$ cat src/sv/seven_bit_packet_framer_top_defines.svh
// ----------------------------------------------------------------------------
// Assertion macros for the seven-bit packet framer
// Clocked on i_clk, disabled while i_rst_n is low.
// ----------------------------------------------------------------------------
`ifndef SEVEN_BIT_PACKET_FRAMER_TOP_DEFINES_SVH
`define SEVEN_BIT_PACKET_FRAMER_TOP_DEFINES_SVH

`ifndef SYNTHESIS
// same-cycle implication
`define SBPF_ASSERT_IMPL(label, ante, cons) \
    label: assert property (@(posedge i_clk) disable iff (!i_rst_n) (ante) |-> (cons)) \
        else $error("sbpf assertion failed");
// next-cycle implication
`define SBPF_ASSERT_NEXT(label, ante, cons) \
    label: assert property (@(posedge i_clk) disable iff (!i_rst_n) (ante) |=> (cons)) \
        else $error("sbpf assertion failed");
`else
`define SBPF_ASSERT_IMPL(label, ante, cons)
`define SBPF_ASSERT_NEXT(label, ante, cons)
`endif

`endif

$ cat src/sv/sbpf_pkg.sv
// ----------------------------------------------------------------------------
// sbpf_pkg
// Types, line codes and helpers shared by the seven-bit packet framer.
// ----------------------------------------------------------------------------
package sbpf_pkg;

    // request queue depth between front and back
    localparam int unsigned QUEUE_DEPTH = 4;

    // register write command length in bytes
    localparam int unsigned CMD_BYTES = 8;

    // line codes
    localparam logic [7:0] LINE_START = 8'h00;
    localparam logic [7:0] LINE_END   = 8'h02;

    // register write command bytes
    localparam logic [7:0] CMD_HDR0   = 8'h42;
    localparam logic [7:0] CMD_HDR1   = 8'h12;
    localparam logic [7:0] BANK0_SEL  = 8'hE1;
    localparam logic [7:0] BANK1_SEL  = 8'hE5;
    localparam logic [7:0] BANK0_DATA = 8'hE3;
    localparam logic [7:0] BANK1_DATA = 8'hE7;
    localparam logic [7:0] CMD_MID    = 8'hFB;

    // request classes
    typedef enum logic [1:0] {
        K_RAW,
        K_RAW_LAST,
        K_REG
    } t_kind;

    // classified request
    typedef struct packed {
        t_kind      kind;
        logic [7:0] data;
        logic       bank;
        logic [7:0] idx;
        logic [7:0] val;
    } t_item;

    // back-end sequencer states
    typedef enum logic [2:0] {
        S_IDLE,
        S_OPEN,
        S_GROUP,
        S_CPAD,
        S_CEND
    } t_state;

    // byte bi of the payload stream of a request
    function automatic logic [7:0] cmd_byte(t_item it, logic [2:0] bi);
        logic [7:0] b;
        b = it.data;
        if (it.kind == K_REG) begin
            unique case (bi)
                3'd0: b = CMD_HDR0;
                3'd1: b = CMD_HDR1;
                3'd2: b = it.bank ? BANK1_SEL : BANK0_SEL;
                3'd3: b = it.idx;
                3'd4: b = it.bank ? BANK1_DATA : BANK0_DATA;
                3'd5: b = it.val;
                3'd6: b = CMD_MID;
                3'd7: b = it.val;
                default: b = it.data;
            endcase
        end
        return b;
    endfunction

    // top 7 of cnt held bits (cnt is 7..14) as a line byte
    function automatic logic [7:0] take_group(logic [13:0] w, logic [3:0] cnt);
        logic [13:0] t;
        t = w >> (cnt - 4'd7);
        return {t[6:0], 1'b1};
    endfunction

    // last cnt bits (cnt is 1..6) zero-padded on the right as a line byte
    function automatic logic [7:0] pad_group(logic [13:0] w, logic [3:0] cnt);
        logic [13:0] t;
        t = w << (4'd7 - cnt);
        return {t[6:0], 1'b1};
    endfunction

endpackage

$ cat src/sv/sbpf_in_if.sv
// ----------------------------------------------------------------------------
// sbpf_in_if
// Request channel of the framer: one raw byte or one register write.
// ----------------------------------------------------------------------------
interface sbpf_in_if;
    logic       valid;
    logic       ready;
    logic       func;
    logic [7:0] data_byte;
    logic       last_byte;
    logic [8:0] reg_index;
    logic [7:0] reg_value;

    modport source (
        output valid, func, data_byte, last_byte, reg_index, reg_value,
        input  ready
    );
    modport sink (
        input  valid, func, data_byte, last_byte, reg_index, reg_value,
        output ready
    );
endinterface

$ cat src/sv/sbpf_out_if.sv
// ----------------------------------------------------------------------------
// sbpf_out_if
// Line byte channel of the framer.
// ----------------------------------------------------------------------------
interface sbpf_out_if;
    logic       valid;
    logic       ready;
    logic [7:0] out_byte;
    logic       last_of_run;

    modport source (
        output valid, out_byte, last_of_run,
        input  ready
    );
    modport sink (
        input  valid, out_byte, last_of_run,
        output ready
    );
endinterface

$ cat src/sv/seven_bit_packet_framer_top.sv
// ----------------------------------------------------------------------------
// seven_bit_packet_framer_top
// Serial link framer: packs bytes into 7-bit groups with start/end codes.
// ----------------------------------------------------------------------------
// Usage:
//   i_in carries requests: func 0 frames one raw byte (last_byte closes the
//   packet), func 1 frames a complete register write command.
//   o_out carries line bytes; last_of_run marks the final byte of a request.
//   Both channels move a request when valid and ready are high at a clock edge.
// Path: from an idle block, the first line byte of a request passes the front
//   stage and queue write, the sequencer pick-up, then the output register.
// Throughput: the back sequencer emits one line byte per cycle while o_out is
//   not held off; the front keeps taking requests while the queue has room.
// Reset: synchronous on i_rst_n low; no packet is open and the queue is empty.
// Stall: while o_out is held off the sequencer stops, the queue fills and
//   i_in.ready drops once queue and front stage are full; nothing is lost.
// ----------------------------------------------------------------------------
module seven_bit_packet_framer_top #(
    parameter int unsigned QUEUE_DEPTH = sbpf_pkg::QUEUE_DEPTH
) (
    input  logic        i_clk,
    input  logic        i_rst_n,
    sbpf_in_if.sink     i_in,
    sbpf_out_if.source  o_out
);

    logic            f_valid;
    sbpf_pkg::t_item f_item;
    logic            q_ready;
    logic            q_valid;
    sbpf_pkg::t_item q_item;
    logic            q_pop;

    // classify requests
    sbpf_front u_front (
        .i_clk   (i_clk),
        .i_rst_n (i_rst_n),
        .i_in    (i_in),
        .o_valid (f_valid),
        .o_item  (f_item),
        .i_ready (q_ready)
    );

    // request queue
    sbpf_queue #(
        .DEPTH (QUEUE_DEPTH)
    ) u_queue (
        .i_clk   (i_clk),
        .i_rst_n (i_rst_n),
        .i_push  (f_valid),
        .i_item  (f_item),
        .o_ready (q_ready),
        .o_valid (q_valid),
        .o_item  (q_item),
        .i_pop   (q_pop)
    );

    // line byte sequencer
    sbpf_back u_back (
        .i_clk     (i_clk),
        .i_rst_n   (i_rst_n),
        .i_q_valid (q_valid),
        .i_q_item  (q_item),
        .o_q_pop   (q_pop),
        .o_out     (o_out)
    );

endmodule

$ cat src/sv/sbpf_front.sv
// ----------------------------------------------------------------------------
// sbpf_front
// Accepts requests, classifies them and registers the result for the queue.
// ----------------------------------------------------------------------------
module sbpf_front (
    input  logic              i_clk,
    input  logic              i_rst_n,
    sbpf_in_if.sink           i_in,
    output logic              o_valid,
    output sbpf_pkg::t_item   o_item,
    input  logic              i_ready
);

    logic            r_valid;
    sbpf_pkg::t_item r_item;
    sbpf_pkg::t_item n_item;
    logic            take;

    assign i_in.ready = !r_valid || i_ready;
    assign take       = i_in.valid && i_in.ready;

    // classify the request
    always_comb begin
        if (i_in.func) begin
            n_item.kind = sbpf_pkg::K_REG;
        end else if (i_in.last_byte) begin
            n_item.kind = sbpf_pkg::K_RAW_LAST;
        end else begin
            n_item.kind = sbpf_pkg::K_RAW;
        end
        n_item.data = i_in.data_byte;
        n_item.bank = i_in.reg_index[8];
        n_item.idx  = i_in.reg_index[7:0];
        n_item.val  = i_in.reg_value;
    end

    // stage valid
    always_ff @(posedge i_clk) begin
        if (!i_rst_n) begin
            r_valid <= 1'b0;
        end else if (i_in.ready) begin
            r_valid <= i_in.valid;
        end
    end

    // stage payload
    always_ff @(posedge i_clk) begin
        if (take) begin
            r_item <= n_item;
        end
    end

    assign o_valid = r_valid;
    assign o_item  = r_item;

endmodule

$ cat src/sv/sbpf_queue.sv
// ----------------------------------------------------------------------------
// sbpf_queue
// Short FIFO of classified requests between front and back.
// ----------------------------------------------------------------------------
module sbpf_queue #(
    parameter int unsigned DEPTH = sbpf_pkg::QUEUE_DEPTH
) (
    input  logic              i_clk,
    input  logic              i_rst_n,
    input  logic              i_push,
    input  sbpf_pkg::t_item   i_item,
    output logic              o_ready,
    output logic              o_valid,
    output sbpf_pkg::t_item   o_item,
    input  logic              i_pop
);

    localparam int unsigned AW = (DEPTH > 1) ? $clog2(DEPTH) : 1;
    localparam int unsigned CW = $clog2(DEPTH + 1);

    sbpf_pkg::t_item r_mem [DEPTH];
    logic [AW-1:0]   r_wr;
    logic [AW-1:0]   r_rd;
    logic [CW-1:0]   r_count;
    logic            do_push;
    logic            do_pop;

    assign o_ready = (r_count != CW'(DEPTH));
    assign o_valid = (r_count != '0);
    assign o_item  = r_mem[r_rd];
    assign do_push = i_push && o_ready;
    assign do_pop  = i_pop && o_valid;

    // entry write
    always_ff @(posedge i_clk) begin
        if (do_push) begin
            r_mem[r_wr] <= i_item;
        end
    end

    // pointers and fill count
    always_ff @(posedge i_clk) begin
        if (!i_rst_n) begin
            r_wr    <= '0;
            r_rd    <= '0;
            r_count <= '0;
        end else begin
            if (do_push) begin
                r_wr <= (r_wr == AW'(DEPTH - 1)) ? '0 : r_wr + 1'b1;
            end
            if (do_pop) begin
                r_rd <= (r_rd == AW'(DEPTH - 1)) ? '0 : r_rd + 1'b1;
            end
            if (do_push && !do_pop) begin
                r_count <= r_count + 1'b1;
            end else if (do_pop && !do_push) begin
                r_count <= r_count - 1'b1;
            end
        end
    end

endmodule

$ cat src/sv/sbpf_back.sv
// ----------------------------------------------------------------------------
// sbpf_back
// Sequencer: queued requests to line bytes, one per cycle unless o_out stalls.
// ----------------------------------------------------------------------------
`include "seven_bit_packet_framer_top_defines.svh"

module sbpf_back (
    input  logic              i_clk,
    input  logic              i_rst_n,
    input  logic              i_q_valid,
    input  sbpf_pkg::t_item   i_q_item,
    output logic              o_q_pop,
    sbpf_out_if.source        o_out
);

    sbpf_pkg::t_state r_state, n_state;
    logic [13:0]      r_w, n_w;      // pending bits, newest low
    logic [3:0]       r_cnt, n_cnt;  // number of pending bits
    logic             r_open, n_open;
    logic             r_fin, n_fin;  // closing phase of a request
    logic [2:0]       r_bi, n_bi;    // payload byte index
    sbpf_pkg::t_item  r_item, n_item;

    logic             r_ovalid;
    logic [7:0]       r_obyte;
    logic             r_olast;

    logic             out_free;
    logic             adv;
    logic [7:0]       e_byte;
    logic             e_last;
    logic [3:0]       rem_cnt;
    logic             bytes_done;

    assign out_free   = !r_ovalid || o_out.ready;
    assign adv        = (r_state != sbpf_pkg::S_IDLE) && out_free;
    assign rem_cnt    = r_cnt - 4'd7;
    assign bytes_done = (r_item.kind != sbpf_pkg::K_REG)
                     || (r_bi == 3'(sbpf_pkg::CMD_BYTES - 1));

    // line byte for the current state
    always_comb begin
        e_byte = sbpf_pkg::LINE_START;
        e_last = 1'b0;
        unique case (r_state)
            sbpf_pkg::S_IDLE: begin
                e_byte = sbpf_pkg::LINE_START;
            end
            sbpf_pkg::S_OPEN: begin
                e_byte = sbpf_pkg::LINE_START;
            end
            sbpf_pkg::S_GROUP: begin
                e_byte = sbpf_pkg::take_group(r_w, r_cnt);
                e_last = (r_cnt < 4'd14) && bytes_done && (r_item.kind == sbpf_pkg::K_RAW);
            end
            sbpf_pkg::S_CPAD: begin
                e_byte = sbpf_pkg::pad_group(r_w, r_cnt);
            end
            sbpf_pkg::S_CEND: begin
                e_byte = sbpf_pkg::LINE_END;
                e_last = r_fin;
            end
            default: begin
                e_byte = sbpf_pkg::LINE_START;
            end
        endcase
    end

    // next state, then start of the next request when this one is done
    always_comb begin
        n_state = r_state;
        n_w     = r_w;
        n_cnt   = r_cnt;
        n_open  = r_open;
        n_fin   = r_fin;
        n_bi    = r_bi;
        n_item  = r_item;
        o_q_pop = 1'b0;

        if (adv) begin
            unique case (r_state)
                sbpf_pkg::S_OPEN: begin
                    n_open  = 1'b1;
                    n_bi    = 3'd0;
                    n_w     = {r_w[5:0], sbpf_pkg::cmd_byte(r_item, 3'd0)};
                    n_cnt   = 4'd8;
                    n_state = sbpf_pkg::S_GROUP;
                end
                sbpf_pkg::S_GROUP: begin
                    n_cnt = rem_cnt;
                    if (rem_cnt >= 4'd7) begin
                        n_state = sbpf_pkg::S_GROUP;
                    end else if (!bytes_done) begin
                        n_bi  = r_bi + 3'd1;
                        n_w   = {r_w[5:0], sbpf_pkg::cmd_byte(r_item, r_bi + 3'd1)};
                        n_cnt = rem_cnt + 4'd8;
                    end else if (r_item.kind != sbpf_pkg::K_RAW) begin
                        n_fin   = 1'b1;
                        n_state = (rem_cnt != 4'd0) ? sbpf_pkg::S_CPAD : sbpf_pkg::S_CEND;
                    end
                end
                sbpf_pkg::S_CPAD: begin
                    n_cnt   = 4'd0;
                    n_state = sbpf_pkg::S_CEND;
                end
                sbpf_pkg::S_CEND: begin
                    n_open  = 1'b0;
                    n_cnt   = 4'd0;
                    n_state = sbpf_pkg::S_OPEN;
                end
                default: begin
                    n_state = r_state;
                end
            endcase
        end

        // pick up the next request with no bubble
        if ((r_state == sbpf_pkg::S_IDLE) || (adv && e_last)) begin
            if (i_q_valid) begin
                o_q_pop = 1'b1;
                n_item  = i_q_item;
                n_fin   = 1'b0;
                n_bi    = 3'd0;
                if (i_q_item.kind == sbpf_pkg::K_REG) begin
                    if (n_open) begin
                        n_state = (n_cnt != 4'd0) ? sbpf_pkg::S_CPAD : sbpf_pkg::S_CEND;
                    end else begin
                        n_state = sbpf_pkg::S_OPEN;
                    end
                end else if (!n_open) begin
                    n_state = sbpf_pkg::S_OPEN;
                end else begin
                    n_w     = {n_w[5:0], i_q_item.data};
                    n_cnt   = n_cnt + 4'd8;
                    n_state = sbpf_pkg::S_GROUP;
                end
            end else begin
                n_state = sbpf_pkg::S_IDLE;
            end
        end
    end

    // sequencer control
    always_ff @(posedge i_clk) begin
        if (!i_rst_n) begin
            r_state <= sbpf_pkg::S_IDLE;
            r_cnt   <= 4'd0;
            r_open  <= 1'b0;
            r_fin   <= 1'b0;
            r_bi    <= 3'd0;
        end else begin
            r_state <= n_state;
            r_cnt   <= n_cnt;
            r_open  <= n_open;
            r_fin   <= n_fin;
            r_bi    <= n_bi;
        end
    end

    // sequencer payload
    always_ff @(posedge i_clk) begin
        r_w    <= n_w;
        r_item <= n_item;
    end

    // output register
    always_ff @(posedge i_clk) begin
        if (!i_rst_n) begin
            r_ovalid <= 1'b0;
        end else if (out_free) begin
            r_ovalid <= adv;
        end
    end

    always_ff @(posedge i_clk) begin
        if (adv) begin
            r_obyte <= e_byte;
            r_olast <= e_last;
        end
    end

    assign o_out.valid       = r_ovalid;
    assign o_out.out_byte    = r_obyte;
    assign o_out.last_of_run = r_olast;

    // checks
    `SBPF_ASSERT_IMPL(a_idle_cnt, r_state == sbpf_pkg::S_IDLE, r_cnt < 4'd7)
    `SBPF_ASSERT_IMPL(a_group_cnt, r_state == sbpf_pkg::S_GROUP, r_cnt >= 4'd7)
    `SBPF_ASSERT_IMPL(a_pad_open, r_state == sbpf_pkg::S_CPAD, r_open && r_cnt != 4'd0 && r_cnt < 4'd7)
    `SBPF_ASSERT_NEXT(a_open_group, adv && r_state == sbpf_pkg::S_OPEN, r_state == sbpf_pkg::S_GROUP && r_open)

endmodule
$ cat src/flat_wrapper.sv
// flat-port wrapper written by rule: the top's interface ports become plain ports
module seven_bit_packet_framer_top_flat 
#(
    parameter int unsigned QUEUE_DEPTH = sbpf_pkg::QUEUE_DEPTH
)
  (i_clk, i_rst_n, i_in_valid, i_in_func, i_in_data_byte, i_in_last_byte, i_in_reg_index, i_in_reg_value, i_in_ready, o_out_valid, o_out_out_byte, o_out_last_of_run, o_out_ready);
  sbpf_in_if i_in_i ();
  sbpf_out_if o_out_i ();
  input  logic i_clk;
  input  logic i_rst_n;
  input wire logic [$bits(i_in_i.valid)-1:0] i_in_valid;
  input wire logic [$bits(i_in_i.func)-1:0] i_in_func;
  input wire logic [$bits(i_in_i.data_byte)-1:0] i_in_data_byte;
  input wire logic [$bits(i_in_i.last_byte)-1:0] i_in_last_byte;
  input wire logic [$bits(i_in_i.reg_index)-1:0] i_in_reg_index;
  input wire logic [$bits(i_in_i.reg_value)-1:0] i_in_reg_value;
  output wire logic [$bits(i_in_i.ready)-1:0] i_in_ready;
  output wire logic [$bits(o_out_i.valid)-1:0] o_out_valid;
  output wire logic [$bits(o_out_i.out_byte)-1:0] o_out_out_byte;
  output wire logic [$bits(o_out_i.last_of_run)-1:0] o_out_last_of_run;
  input wire logic [$bits(o_out_i.ready)-1:0] o_out_ready;
  assign i_in_i.valid = i_in_valid;
  assign i_in_i.func = i_in_func;
  assign i_in_i.data_byte = i_in_data_byte;
  assign i_in_i.last_byte = i_in_last_byte;
  assign i_in_i.reg_index = i_in_reg_index;
  assign i_in_i.reg_value = i_in_reg_value;
  assign i_in_ready = i_in_i.ready;
  assign o_out_valid = o_out_i.valid;
  assign o_out_out_byte = o_out_i.out_byte;
  assign o_out_last_of_run = o_out_i.last_of_run;
  assign o_out_i.ready = o_out_ready;
  seven_bit_packet_framer_top #(.QUEUE_DEPTH(QUEUE_DEPTH)) u_core (.i_clk(i_clk), .i_rst_n(i_rst_n), .i_in(i_in_i), .o_out(o_out_i));
endmodule
$ cat config.mk
export PLATFORM = sky130hd
export DESIGN_NAME = seven_bit_packet_framer_top_flat
export DESIGN_NICKNAME = d
export VERILOG_FILES = /design/src/sv/sbpf_pkg.sv /design/src/sv/sbpf_in_if.sv /design/src/sv/sbpf_out_if.sv /design/src/sv/seven_bit_packet_framer_top.sv /design/src/sv/sbpf_front.sv /design/src/sv/sbpf_queue.sv /design/src/sv/sbpf_back.sv /design/src/flat_wrapper.sv
export VERILOG_INCLUDE_DIRS = /design/src /design/src/sv
export SDC_FILE = /design/constraint.sdc
export NUM_CORES = 1
export LEC_CHECK = 0
export BUFFER_PORTS_ARGS = -buffer_cell sky130_fd_sc_hd__buf_2
export CAP_MARGIN = 20
export CORE_MARGIN = 5
export CORE_UTILIZATION = 45
export CTS_BUF_LIST = sky130_fd_sc_hd__clkbuf_16
export DETAILED_ROUTE_END_ITERATION = 10
export PLACE_DENSITY = 0.6
export SLEW_MARGIN = 0
export SYNTH_ARGS = -nofsm -noshare
export SYNTH_HDL_FRONTEND = slang
export SYNTH_SLANG_ARGS = --single-unit
$ cat constraint.sdc
create_clock -name i_clk -period 3.6 [get_ports i_clk]
set_input_delay 0 -clock i_clk [delete_from_list [all_inputs] [get_ports i_clk]]
set_output_delay 0 -clock i_clk [all_outputs]
set_load 0.02 [all_outputs]
==> impl_metrics.tcl <==
set metrics [dict create \
    status "completed" \
    worstPathArrival_ns 3.68 \
    p_leak_nw 3.70 \
    drive_above_1_share 0.212 \
    placed_cells 912 \
    timing.fmax_mhz 308 \
    synth_edf_count 171 \
    port_buffers 41 \
    power.clock.fraction 0.270 \
    cts_buffers 23 \
    n_antenna_cell 0 \
    clockBufferDepth 3 \
    cp_data_required_time_ns 4.04 \
    grt_pass1_wl_mm 30.8 \
    drt-vias-per-instance 5.63 \
    register_area_sq_um 5880 \
    synth_top_area_frac 0.565 \
    die_h_um 152 \
    die_w_um 152 \
    cellPowerDensity_nw_per_um2 755 \
    max_cap_viol_count 0 \
    syn_to_final_growth_pct 16.6 \
    grt_util_all_layers 0.164 \
    cts_tree "built" \
    fin_skew_ns 0.00955 \
    antenna_found_initial 0 \
    critical_path.max_fanout 15 \
    whs_ns 0.167 \
    netlist_instances 620 \
    clock_sinks 208 \
    io_pins 42 \
    worst_setup_path_end_kind "flop" \
    fp.dieArea_sq_um 23100 \
    ys_seq_elements 208 \
    clockRootBuffer "clkbuf_16" \
    grt_max_degree 30 \
    synth_flop_cell "edfxtp_1" \
    drt_iter0_markers 422 \
    drtAntennaViolNets 0 \
    seq_area_frac_synth 0.647 \
    synth.top_cells.by_area "edfxtp_1, dfxtp_1, mux4_2" \
    clkTransAtPathRegs_ns 0.06 \
    rows 52 \
    post_cts_buffers 0 \
    min_path_type "input pin to flop" \
    dr.pass1.iters 5 \
    power.internal_mw 5.40 \
    finalHoldViolCount 0 \
    gp_congestion 0.874 \
    wl_per_cell_um 19.5 \
    tns_ns 0 \
    syn_nets 668 \
    nNetsFinal 745 \
    period_minus_slack_ns 3.24 \
    vias 5529 \
    dpl.hpwl_mm 12.4 \
    grt_pass1_vias 5615 \
    fin_cells 982 \
    yosys.area.top_type "edfxtp_1" \
    start_util 0.453 \
    rsz0062_at_grt "false" \
    ir_worst_vdd_mv 0.417 \
    holdBufCountCts 30 \
    multi_input_area_sq_um 2990 \
    cp-start-kind "flop" \
    p_switching_mw 2.60 \
    final_cell_area_sq_um 10600 \
    maxSlewHeadroom 0.332 \
    pwr-share-comb 0.286 \
    avgSynthCellArea_sq_um 14.7 \
    setup_viol_count_final 0 \
    drv_slew 0 \
    fillers 1697 \
    core_area_sq_um 20000 \
    dpl-instance-area_sq_um 9590 \
    overflow 0 \
    ys_types 77 \
    drt_wl_total_mm 19.1 \
    netlist_area_sq_um 9080 \
    crit_type "flop to flop" \
    drcViolationCount 0 \
    worst_slew_pin_slew_ns 1.00 \
    fin_crit_sh 0.901 \
    cts.htree.levels 1 \
    swShare 0.325 \
    cts_resized 0 \
    clkLatencyLatePin_ns 0.52 \
    sequentialPowerShare 0.444 \
    yosysWarnings 0 \
    ys_async_sr_fraction 0 \
]
## flip-flops by register name (all words and copies together) (netlist names), 2 cells and up, named ones only
register                      cells
u_core.u_back.r_item             27
u_core.u_back.o_out.out_byte      8
u_core.u_queue.r_mem            108
u_core.u_queue.r_rd               2
u_core.u_queue.r_wr               2
u_core.u_back.r_state             3
u_core.u_back.r_cnt               4
u_core.u_queue.r_count            3
u_core.u_back.r_w                14
u_core.u_back.r_bi                3
u_core.u_front.o_item            27
## metal layers
layer,part of all wire,vias up,track usage
li1,-,2577,-
met1,0.43,2761,0.217
met2,0.50,153,0.279
met3,0.053,38,0.0330
met4,0.023,0,0.0424
met5,0,-,0
## worst max-delay path, cell delays in order, from the launching register on
cell,delay (ns)
dfxtp_1,0.62
nor2b_1,0.45
nor2b_1,0.60
o2bb2ai_1,0.21
nand2_1,0.24
ha_1,0.29
inv_1,0.07
fa_1,0.17
xor2_1,0.08
or3_1,0.30
a21boi_0,0.15
## cells in the mapped netlist, types with 4 or more instances
cell type  instances
edfxtp_1         171
dfxtp_1           37
nand2_1           37
nor2_1            34
mux4_2            30
o21ai_0           27
a21oi_1           26
mux2i_1           25
clkbuf_1          22
inv_1             18
ha_1              16
nor2b_1           13
and2_1            11
a31oi_1            9
nand3_1            9
mux2_2             8
a21boi_0           7
buf_2              6
o22ai_1            6
a221oi_1           5
a22oi_1            5
a211oi_1           4
a21o_1             4
nor3_1             4
or3_1              4
xnor2_1            4
## path summary, 6_finish.rpt
path         cells after the start                         end                      from  slack (ns)
max                             10   u_core.u_queue.r_count[2]  u_core.u_back.r_state[1]        0.36
min                              6      u_core.u_back.r_cnt[0]               o_out_ready        0.17
max reg2reg                     10   u_core.u_queue.r_count[2]  u_core.u_back.r_state[1]        0.36
min reg2reg                      0  u_core.u_queue.r_mem[0][3]  u_core.u_front.o_item[3]        0.49
## final cells by class
cell class | count | share of cell area
sequential | 208 | 0.555
tap | 270 | 0.0319
timing repair buffer | 86 | 0.0583
clock inverter | 17 | 0.0117
multi-input combinational | 360 | 0.283
inverter | 18 | 0.00638
clock buffer | 23 | 0.0543
## power by group through the flow
stage / Sequential (mW) / Clock [mW] / Combinational, mW
final: 3.55 / 2.16 / 2.29
after detailed placement: 3.60 / 0 / 2.27
after global placement: 3.59 / 0 / 2.24
after CTS: 3.55 / 2.22 / 2.30
after global routing: 3.61 / 2.33 / 2.53
after floorplan: 3.46 / 0 / 1.74
## placed cells by master, fill, tap and decap left out, types with 5 or more instances in the layout
cell,instances
a21boi_0,7
a21oi_1,26
a221oi_1,5
a22oi_1,5
a31oi_1,8
and2_1,11
buf_2,41
buf_4,15
clkbuf_16,23
clkinv_2,7
dfxtp_1,36
dlygate4sd3_1,30
edfxtp_1,171
ha_1,16
inv_1,22
mux2_2,8
mux2i_1,25
mux4_2,30
nand2_1,37
nand3_1,9
nor2_1,34
nor2b_1,13
o21ai_0,27
o22ai_1,6
## through the flow
step,worst slack (ns),total power [mW],utilization
3_5_place_dp,0.371,5.87,0.479
5_1_grt,0.0408,8.46,0.529
4_1_cts,0.352,8.08,0.529
6_report,0.358,8.00,0.529
2_1_floorplan,0.605,5.19,-
3_3_place_gp,0.382,5.83,0.479
## cells by family after synthesis
kind of cell / Yosys count / synth area share
compound gates: 135 / 0.105
xor+xnor: 6 / 0.00661
fa+ha+maj: 17 / 0.0242
buf+inv: 52 / 0.0252
flops: 208 / 0.647
mux: 65 / 0.115
simple gates: 137 / 0.0773
No activity file was read; power rests on OpenSTA's default activity.
